==> src/rtl/core/uartrx_pkg.sv <==
`timescale 1ns / 1ps
// Shared types and constants of the UART receive engine with timeouts.
// Used by every module of the block; depends on nothing.
package uartrx_pkg;

	localparam int unsigned CFG_INDEX_WIDTH = 2;
	localparam int unsigned CFG_DATA_WIDTH  = 32;
	localparam int unsigned BYTE_CNT_WIDTH  = 16;
	localparam int unsigned TIMEOUT_WIDTH   = 32;
	localparam int unsigned RX_COUNT_WIDTH  = 16;

	localparam logic [CFG_INDEX_WIDTH-1:0] REG_BYTE_COUNT       = 2'd0;
	localparam logic [CFG_INDEX_WIDTH-1:0] REG_INTERVAL_TIMEOUT = 2'd1;
	localparam logic [CFG_INDEX_WIDTH-1:0] REG_TOTAL_TIMEOUT    = 2'd2;

	localparam logic [BYTE_CNT_WIDTH-1:0] BYTE_COUNT_RESET = 16'd0;
	localparam logic [TIMEOUT_WIDTH-1:0]  INTERVAL_RESET   = 32'd1000;
	localparam logic [TIMEOUT_WIDTH-1:0]  TOTAL_RESET      = 32'd1000;

	localparam logic CMD_START = 1'b0;
	localparam logic CMD_POLL  = 1'b1;

	localparam logic [7:0] DATA_READY_MASK = 8'h01;
	localparam logic [7:0] LINE_ERROR_MASK = 8'h1E;

	localparam logic [1:0] ST_COMPLETE   = 2'd0;
	localparam logic [1:0] ST_LINE_ERROR = 2'd1;
	localparam logic [1:0] ST_INTERVAL   = 2'd2;
	localparam logic [1:0] ST_TOTAL      = 2'd3;

	typedef struct packed {
		logic                      byte_valid;
		logic [7:0]                rx_data;
		logic                      done_res;
		logic [1:0]                end_status;
		logic [RX_COUNT_WIDTH-1:0] received_count;
	} result_t;

	typedef struct packed {
		logic [BYTE_CNT_WIDTH-1:0] byte_count;
		logic [TIMEOUT_WIDTH-1:0]  interval_timeout;
		logic [TIMEOUT_WIDTH-1:0]  total_timeout;
	} cfg_t;

endpackage

==> src/rtl/core/uartrx_cfg.sv <==
`timescale 1ns / 1ps
// Configuration registers of the UART receive engine.
// Depends on uartrx_pkg for register indexes and reset values.
module uartrx_cfg
	import uartrx_pkg::*;
(
	input  logic                       clk,
	input  logic                       arst_n,
	input  logic                       wr_en,
	input  logic [CFG_INDEX_WIDTH-1:0] wr_index,
	input  logic [CFG_DATA_WIDTH-1:0]  wr_data,
	output cfg_t                       cfg
);

	cfg_t cfg_q;

	always_ff @(posedge clk or negedge arst_n) begin
		if (!arst_n) begin
			cfg_q.byte_count       <= BYTE_COUNT_RESET;
			cfg_q.interval_timeout <= INTERVAL_RESET;
			cfg_q.total_timeout    <= TOTAL_RESET;
		end else if (wr_en) begin
			unique case (wr_index)
				REG_BYTE_COUNT:       cfg_q.byte_count       <= wr_data[BYTE_CNT_WIDTH-1:0];
				REG_INTERVAL_TIMEOUT: cfg_q.interval_timeout <= wr_data[TIMEOUT_WIDTH-1:0];
				REG_TOTAL_TIMEOUT:    cfg_q.total_timeout    <= wr_data[TIMEOUT_WIDTH-1:0];
				default: begin
				end
			endcase
		end
	end

	assign cfg = cfg_q;

endmodule

==> src/rtl/core/uartrx_engine.sv <==
`timescale 1ns / 1ps
// Transfer state and the per-request check sequence of the receive engine.
// Depends on uartrx_pkg; the state advances on every accepted request.
module uartrx_engine
	import uartrx_pkg::*;
#(
	parameter int unsigned COUNT_WIDTH = 16
) (
	input  logic       clk,
	input  logic       arst_n,
	input  logic       step,
	input  logic       command,
	input  logic [7:0] line_status,
	input  logic [7:0] rx_byte,
	input  cfg_t       cfg,
	output result_t    res
);

	logic                     active_q;
	logic [COUNT_WIDTH-1:0]   bytes_left_q;
	logic [TIMEOUT_WIDTH-1:0] interval_left_q;
	logic [TIMEOUT_WIDTH-1:0] total_left_q;
	logic [COUNT_WIDTH-1:0]   bytes_received_q;

	logic                     active_n;
	logic [COUNT_WIDTH-1:0]   bytes_left_n;
	logic [TIMEOUT_WIDTH-1:0] interval_left_n;
	logic [TIMEOUT_WIDTH-1:0] total_left_n;
	logic [COUNT_WIDTH-1:0]   bytes_received_n;

	logic [COUNT_WIDTH+BYTE_CNT_WIDTH-1:0] load_ext;
	logic [COUNT_WIDTH+RX_COUNT_WIDTH-1:0] recv_ext;
	logic                                  data_ready;
	logic                                  line_error;

	assign load_ext   = {{COUNT_WIDTH{1'b0}}, cfg.byte_count};
	assign recv_ext   = {{RX_COUNT_WIDTH{1'b0}}, bytes_received_n};
	assign data_ready = (line_status & DATA_READY_MASK) != 8'h00;
	assign line_error = (line_status & LINE_ERROR_MASK) != 8'h00;

	always_comb begin
		active_n         = active_q;
		bytes_left_n     = bytes_left_q;
		interval_left_n  = interval_left_q;
		total_left_n     = total_left_q;
		bytes_received_n = bytes_received_q;
		res              = '0;
		if (command == CMD_START) begin
			active_n         = 1'b1;
			bytes_left_n     = load_ext[COUNT_WIDTH-1:0];
			interval_left_n  = cfg.interval_timeout;
			total_left_n     = cfg.total_timeout;
			bytes_received_n = '0;
		end else if (active_q) begin
			if (bytes_left_q == '0) begin
				res.done_res   = 1'b1;
				res.end_status = ST_COMPLETE;
			end else begin
				if (data_ready) begin
					res.byte_valid   = 1'b1;
					res.rx_data      = rx_byte;
					interval_left_n  = cfg.interval_timeout;
					bytes_received_n = bytes_received_q + 1'b1;
					bytes_left_n     = bytes_left_q - 1'b1;
				end
				// The interval check sees the reloaded value when a byte arrived.
				priority if (line_error) begin
					res.done_res   = 1'b1;
					res.end_status = ST_LINE_ERROR;
				end else if (interval_left_n == '0) begin
					res.done_res   = 1'b1;
					res.end_status = ST_INTERVAL;
				end else if (total_left_q == '0) begin
					res.done_res   = 1'b1;
					res.end_status = ST_TOTAL;
				end else begin
					total_left_n    = total_left_q - 1'b1;
					interval_left_n = interval_left_n - 1'b1;
				end
			end
			if (res.done_res) begin
				active_n = 1'b0;
			end
		end
		res.received_count = recv_ext[RX_COUNT_WIDTH-1:0];
	end

	always_ff @(posedge clk or negedge arst_n) begin
		if (!arst_n) begin
			active_q         <= 1'b0;
			bytes_left_q     <= '0;
			interval_left_q  <= '0;
			total_left_q     <= '0;
			bytes_received_q <= '0;
		end else if (step) begin
			active_q         <= active_n;
			bytes_left_q     <= bytes_left_n;
			interval_left_q  <= interval_left_n;
			total_left_q     <= total_left_n;
			bytes_received_q <= bytes_received_n;
		end
	end

endmodule

==> src/rtl/core/uartrx_outreg.sv <==
`timescale 1ns / 1ps
// Result register of the receive engine with its valid/ready handshake.
// Depends on uartrx_pkg for the result type.
module uartrx_outreg
	import uartrx_pkg::*;
(
	input  logic    clk,
	input  logic    arst_n,
	input  logic    load,
	input  result_t res_in,
	output logic    can_load,
	output logic    out_valid,
	input  logic    out_ready,
	output result_t res_out
);

	logic    valid_q;
	result_t res_q;

	assign can_load = !valid_q || out_ready;

	always_ff @(posedge clk or negedge arst_n) begin
		if (!arst_n) begin
			valid_q <= 1'b0;
		end else if (load) begin
			valid_q <= 1'b1;
		end else if (out_ready) begin
			valid_q <= 1'b0;
		end
	end

	always_ff @(posedge clk) begin
		if (load) begin
			res_q <= res_in;
		end
	end

	assign out_valid = valid_q;
	assign res_out   = res_q;

endmodule

==> src/rtl/core/uart_receive_with_timeouts.sv <==
`timescale 1ns / 1ps
// UART receive engine with inter-byte and whole-transfer timeouts, top level.
// Instantiates uartrx_cfg, uartrx_engine and uartrx_outreg; uses uartrx_pkg.
//
// The block takes one request per clock cycle while it can load its result
// register, and returns exactly one result per request from that register in
// the cycle after acceptance. A request is taken whenever that register is
// empty or being emptied in the same cycle, so a stalled output holds at most
// one finished result. All counter checks and updates for a request are made
// at acceptance against the transfer state registers. Config writes never stall.
module uart_receive_with_timeouts
	import uartrx_pkg::*;
#(
	parameter int unsigned COUNT_WIDTH = 16
) (
	input  logic                       clk,
	input  logic                       arst_n,
	input  logic                       cfg_valid,
	output logic                       cfg_ready,
	input  logic [CFG_INDEX_WIDTH-1:0] cfg_index,
	input  logic [CFG_DATA_WIDTH-1:0]  cfg_data,
	input  logic                       in_valid,
	output logic                       in_ready,
	input  logic                       command,
	input  logic [7:0]                 line_status,
	input  logic [7:0]                 rx_byte,
	output logic                       out_valid,
	input  logic                       out_ready,
	output logic                       byte_valid,
	output logic [7:0]                 rx_data,
	output logic                       done_res,
	output logic [1:0]                 end_status,
	output logic [RX_COUNT_WIDTH-1:0]  received_count
);

	cfg_t    cfg;
	result_t res_next;
	result_t res_reg;
	logic    accept;

	assign cfg_ready = 1'b1;
	assign accept    = in_valid && in_ready;

	uartrx_cfg u_cfg (
		.clk      (clk),
		.arst_n   (arst_n),
		.wr_en    (cfg_valid && cfg_ready),
		.wr_index (cfg_index),
		.wr_data  (cfg_data),
		.cfg      (cfg)
	);

	uartrx_engine #(
		.COUNT_WIDTH (COUNT_WIDTH)
	) u_engine (
		.clk         (clk),
		.arst_n      (arst_n),
		.step        (accept),
		.command     (command),
		.line_status (line_status),
		.rx_byte     (rx_byte),
		.cfg         (cfg),
		.res         (res_next)
	);

	uartrx_outreg u_outreg (
		.clk       (clk),
		.arst_n    (arst_n),
		.load      (accept),
		.res_in    (res_next),
		.can_load  (in_ready),
		.out_valid (out_valid),
		.out_ready (out_ready),
		.res_out   (res_reg)
	);

	assign byte_valid     = res_reg.byte_valid;
	assign rx_data        = res_reg.rx_data;
	assign done_res       = res_reg.done_res;
	assign end_status     = res_reg.end_status;
	assign received_count = res_reg.received_count;

endmodule

==> config.mk <==
export PLATFORM = sky130hd
export DESIGN_NAME = uart_receive_with_timeouts
export DESIGN_NICKNAME = d
export VERILOG_FILES = /design/src/rtl/core/uartrx_pkg.sv /design/src/rtl/core/uartrx_cfg.sv /design/src/rtl/core/uartrx_engine.sv /design/src/rtl/core/uartrx_outreg.sv /design/src/rtl/core/uart_receive_with_timeouts.sv
export SDC_FILE = /design/constraint.sdc
export NUM_CORES = 1
export LEC_CHECK = 0
export ABC_AREA = 1
export BUFFER_PORTS_ARGS = -buffer_cell sky130_fd_sc_hd__buf_2
export CORE_UTILIZATION = 50
export DETAILED_ROUTE_END_ITERATION = 10
export GPL_TIMING_DRIVEN = 1
export MAX_ROUTING_LAYER = met4
export PLACE_DENSITY = 0.77
export SKIP_CTS_REPAIR_TIMING = 1
export SLEW_MARGIN = 20
export SYNTH_ARGS = -nofsm -noshare
export SYNTH_HDL_FRONTEND = slang
export SYNTH_SLANG_ARGS = --single-unit
==> constraint.sdc <==
create_clock -name clk -period 6.6 [get_ports clk]
set_input_delay 0.66 -clock clk [delete_from_list [all_inputs] [get_ports clk]]
set_output_delay 0.66 -clock clk [all_outputs]
set_load 0.005 [all_outputs]
* Word-level counts from Yosys, hierarchy flattened
Index checks and enable logic that the tools add are counted.
** Storage, ports and cells
- Output and inout bits :: 31
- Bits of input ports :: 56
- Bits in registers :: 206
** Cells by class
- Multiplexer cells :: 36
- Reduce and logical (&&, ||, !) cells :: 18
- Bitwise operators :: 3
- Add/sub/neg operators :: 4
- Equal/unequal tests :: 8
** Operators with widths (count)
- 2-to-1 mux 32 bit :: 16
- 2-to-1 mux 16 bit :: 8
- logical NOT 32 bit :: 2
- subtractor 32 x 1 -> 32 bit, second input constant :: 2
- 2-to-1 mux 3 bit :: 6
- adder 16 x 1 -> 16 bit, second input constant :: 1
- logical NOT 16 bit :: 1
- subtractor 16 x 1 -> 16 bit, second input constant :: 1
- 2-to-1 mux 9 bit :: 1
- != test 2 bit, second input constant :: 4
- AND reduction 2 bit :: 4
- nonzero test 8 bit :: 1
- AND reduction 6 bit :: 1
- 2-to-1 mux 1 bit :: 5
- != test 2 x 1 -> 1 bit, second input constant :: 2
- AND reduction 4 bit :: 1
- OR reduction 4 bit :: 1
- inverter 1 bit :: 3
- AND reduction 3 bit :: 1
- OR reduction 3 bit :: 1
- == test 2 x 1 -> 1 bit, second input constant :: 1
- == test 2 bit, second input constant :: 1
- logical NOT 2 bit :: 1
- nonzero test 2 bit :: 1
- 3 further kinds :: 3

* Depth between registers and ports, before layout
- Depth after elaboration :: 13
- Gate-level depth with buffers :: 21

* By module
From an unflattened synthesis, not the netlist that was laid out.
** Second synthesis, totals
- Cell total of the unflattened synthesis :: 1723
- Area, all modules :: 12310.6 um2
** Modules (own cells, without submodules)
- uartrx_engine :: times used 1, area an instance 8086.5 um2, sequential area each 2427.3 um2, cells each 1329
- uartrx_cfg :: times used 1, area an instance 3319.4 um2, sequential area each 2016.9 um2, cells each 357
- uartrx_outreg :: times used 1, area an instance 885.8 um2, sequential area each 865.8 um2, cells each 33
- uart_receive_with_timeouts :: times used 1, area an instance 18.8 um2, sequential area each 0.0 um2, cells each 4

* Least setup slack after synthesis
OpenSTA, ideal clock, no wires.
- Kind :: input-to-reg
- Start :: in line_status[0]
- End :: reg u_engine.total_left_q[17]
- Setup slack :: 3919 ps
- Data required time :: 6481 ps
- Arrival time :: 2562 ps
- Path buffers :: 4
- Cell stages on the path :: 16
- Path through :: buf_6 -> buf_6 -> buf_6 -> o21ai_0 -> inv_1 -> ha_1 -> nand3_1 -> nor2_1 -> nand3_1 -> nor2_2 -> nand2_2 -> nand2_4 -> a21oi_4 -> buf_2 -> nand3_1 -> o21a_1
** Between the ends
- Longest elaborated chain between the ends :: 7
** Ends and longest elaborated chain
- start, declared :: line uart_receive_with_timeouts.sv:25 : input logic [7:0] line_status,
- 2-to-1 mux 32 bit :: line uartrx_engine.sv:59 : if (data_ready) begin
- 2-to-1 mux 32 bit :: line uartrx_engine.sv:55 : if (bytes_left_q == '0) begin
- 2-to-1 mux 32 bit :: line uartrx_engine.sv:54 : end else if (active_q) begin
- 2-to-1 mux 32 bit :: line uartrx_engine.sv:48 : if (command == CMD_START) begin
- logical NOT 32 bit :: line uartrx_engine.sv:70 : end else if (interval_left_n == '0) begin
- != test 2 bit (no source line)
- AND reduction 6 bit (no source line)
- end signal, assigned :: line uartrx_engine.sv:99 : total_left_q <= total_left_n;
- end, declared :: line uartrx_engine.sv:22 : logic [TIMEOUT_WIDTH-1:0] total_left_q;
No other way between the ends. The select of a mux whose other input is x is not followed.
A chain may end at the register's enable or synchronous reset.

* Worst setup path in the final report
- Start :: in line_status[0]
- End :: reg u_engine.total_left_q[27]
Same word-level chain as after synthesis.

==> results.md <==
- RSZ-0062 raised after global routing: no
- Ys flop type: dfrtp_1
- Iter 0 DRT Violations: about 790
- Pre-antenna DRT Iters: 5
- Setup CP Type: input pin to flop
- Layout Skew: 0.0131 ns
- Global-route wire length before repair: just over 50 mm
- DR DRC count: 0
- Port bufs: 82
- Post-Place Setup Slack: approximately 2.9 ns
- Total gr overflow: 0
- Clock sink total: just over 200
- Worst Path Max Fanout: 53
- Post-synth net total: around 1700
- Post-synth cell types: between 40 and 50
- Fin crit share: about half
- Leakage power total: ~0.0064 µW
- Simple-Gate Fraction of Synth Area: 33.7%
- Area delta synth->final: 11.5%
- Nets: 1783
- Full die area: 0.0245 mm²
- # IOs: between 80 and 90
- Diode count: 0
- Maxcap violations: 0
- CTS buffer count: 25
- CTS clk-pin slew, worst paths: about 0.06 ns
- Status: completed
- EDFF count, synth: 28
- Total GRT Usage: around 27%
- Top-count cell post-synth: nand2_1
- Core ar.: around 0.023 mm²
- Final min period: around 3.3 ns
- PnR worst setup slack: about 3.3 ns
- Cell Area, Synth: 0.0119 mm²
- Initial Util: around half
- Critical Path AT: approximately 3.7 ns
- Worst slew pin tran: 1.06 ns
- Crit path launch type: input pin
- Top cells by count, synth: 544 x nand2_1, 201 x nor2_1, 166 x dfrtp_1
- TritonCTS clock tree: done
- H-tree level count: 1
- Initial antenna violation count: 0
- HPWL Detailed: 21.2 mm
- Worst vdd ir: approximately 0.24 mV
- Syn avg cell area: roughly 7 µm²
- Cell Pwr Density: just over 300 mW/mm²
- Hold Path Class: input pin to async pin
- Ys async rst share: between 80% and 90%
- Later-pin clock latency in the skew report: ~0.53 ns
- Die height: between 150 and 200 µm
- Clock root buffer: clkbuf_16
- Largest net degree at the start of global routing: around 100
- Worst Setup End Kind: flop
- Vias in the first global route: approximately 10000
- Gpl congestion: between 0.9 and 1
- Largest area contributor in the synthesized netlist: dfrtp_1
- Final hold vios: 0
- Top cells by area, synth: dfrtp_1 35%, nand2_1 17%, edfxtp_1 7.0%, o21ai_0 6.8%, nor2_1 6.3%
- Synth warnings: 0
- XOR/XNOR share of the synthesized area: approximately 1.4%
- Worst slew margin: between 20 and 30%
- Adder-Cell Fraction of Synth Area: 0.524%
- Site Rows: between 50 and 60
- Final setup vio count: 0
- Fmax: roughly 0.31 GHz
- Layout cells sized above 1: about an eighth
- Core Util, Final: between 50 and 60%
- DRT antenna net count: 0
- Vias: approximately 11000
- Wirelength per Cell: ~15 µm
- Die X: roughly 160 µm
- Total Wirelength: a little over 30 mm
- Setup TNS: 0 ns
- Compound-Gate Fraction of Synth Area: approximately 11%
- Synthesized instance count: approximately 1700
- Largest family of logic cells by synthesized area: simple AND/OR/NAND/NOR gates
- Final Slew Violations: 0
- CTS max path bufs: 3
- Yosys reg bits: 206
- Critical path required time: ~7.1 ns
- Synth top area share: a little over a third
- Sequential cell area fraction in the yosys report: ~44%
- Via density: ~5.3
- Mux cell area share after synthesis: less than 1%
==> critical path, cell delays in order <==
cell and delay (ns):
buf_2 0.11, buf_4 0.50, nand2_1 0.09, o21ai_0 0.16, inv_1 0.14, ha_1 0.27, nand3_1 0.12, nor2_1 0.06
nand3_1 0.09, nor2_2 0.06, nand2_2 0.09, nand2_4 0.16, a21oi_4 0.37, buf_4 0.48, o21ai_0 0.18, o21ai_1 0.15
==> report_power, final <==
| part | total, µW | switching, µW | internal (µW) |
|---|---|---|---|
| clock network | 1390 | 551 | 834 |
| logic | 1030 | 681 | 348 |
| registers | 1730 | 194 | 1540 |
==> metal layers <==
metal  up-vias  share of wire [%]  track usage [%]
li1       5456                  -                -
met1      5111                 46             35.8
met2       325                 46             43.2
met3        60                4.8             2.77
met4         0                2.9             8.08
met5         -                  0                -
==> layout by cell type (no fill, tap or decap), types with 3 or more instances in the layout <==
cell type | netlist | final
inv_2 | 14 | 15
nand2_2 | 21 | 21
buf_4 | 4 | 9
xnor2_1 | 4 | 4
inv_1 | 157 | 155
clkinv_1 | 0 | 3
buf_2 | 16 | 80
edfxtp_1 | 28 | 28
o21ai_2 | 6 | 6
clkbuf_1 | 34 | 3
nor2_2 | 12 | 12
o21ai_1 | 23 | 23
nand3_1 | 96 | 94
xor2_1 | 15 | 15
o211ai_1 | 5 | 5
clkbuf_16 | 0 | 25
a31oi_1 | 4 | 4
nor4_1 | 8 | 8
bufinv_16 | 0 | 3
dfrtp_1 | 166 | 166
a21oi_1 | 23 | 23
and3_1 | 6 | 6
o22ai_1 | 3 | 3
nand3b_1 | 3 | 3
clkinv_2 | 0 | 7
dfstp_2 | 12 | 12
nand2_1 | 544 | 544
a22oi_1 | 5 | 5
or2_2 | 7 | 7
nand4_1 | 35 | 35
o21a_1 | 4 | 4
o21ai_0 | 163 | 163
ha_1 | 5 | 5
clkinvlp_4 | 0 | 3
nor2_1 | 201 | 201
nor3_1 | 13 | 13
==> cell type report <==
class,instances,area (µm²)
Tap cell,319,399
Timing Repair Buffer,91,507
Inverter,172,648
Fill cell,2206,10100
Clock buffer,30,664
Clock inverter,16,164
Multi-Input combinational cell,1226,5640
Sequential cell,206,5310
==> worst paths after layout <==
kind	from	to	slack, ns	cells past startpoint
worst max-delay path	line_status[0]	u_engine.total_left_q[27]$_DFFE_PN0P_	3.33	16
worst min-delay path	arst_n	u_outreg.out_valid$_DFFE_PN0P_	0.007	1
worst max register to register	u_engine.bytes_left_q[0]$_DFFE_PN0P_	u_engine.total_left_q[31]$_DFFE_PN0P_	3.41	11
worst min register to register	u_engine.interval_left_q[24]$_DFFE_PN0P_	u_engine.interval_left_q[24]$_DFFE_PN0P_	0.48	2
max in group asynchronous	arst_n	u_engine.bytes_received_q[4]$_DFFE_PN0P_	4.91	3
min in group clk	cfg_data[0]	u_cfg.cfg[64]$_DFFE_PN0P_	0.42	3
==> sequential cells by signal, indices dropped and copies added, names as in the netlist <==
name and cells:
u_cfg.cfg 80, u_engine.interval_left_q 32, u_engine.total_left_q 32, u_outreg.res_out 28
u_engine.bytes_left_q 16, u_engine.bytes_received_q 16, u_engine.active_q 1, u_outreg.out_valid 1
==> stage by stage <==
step	hold WS [ns]	cell area, µm²	total power, µW	std cells
global route	0.0187	13300	4400	2060
finish	0.00728	13300	4150	2060
CTS	0.324	13300	4150	2059
detailed placement	0.465	12500	2760	2013
global placement	0.461	12500	2720	2013
floorplan	0.364	11900	2480	1676
==> logic make-up (layout without fill, tap and decap cells) <==
logic type | after synthesis | count (layout)
AOI/OAI and AO/OA | 244 | 244
xor gates and xnor gates | 19 | 19
DFF | 206 | 206
muxes | 2 | 2
buffers and inverters | 244 | 309
other | 1 | 1
adders and majority gates | 5 | 5
and+or+nand+nor | 955 | 955
(Power assumes the default switching activity.)
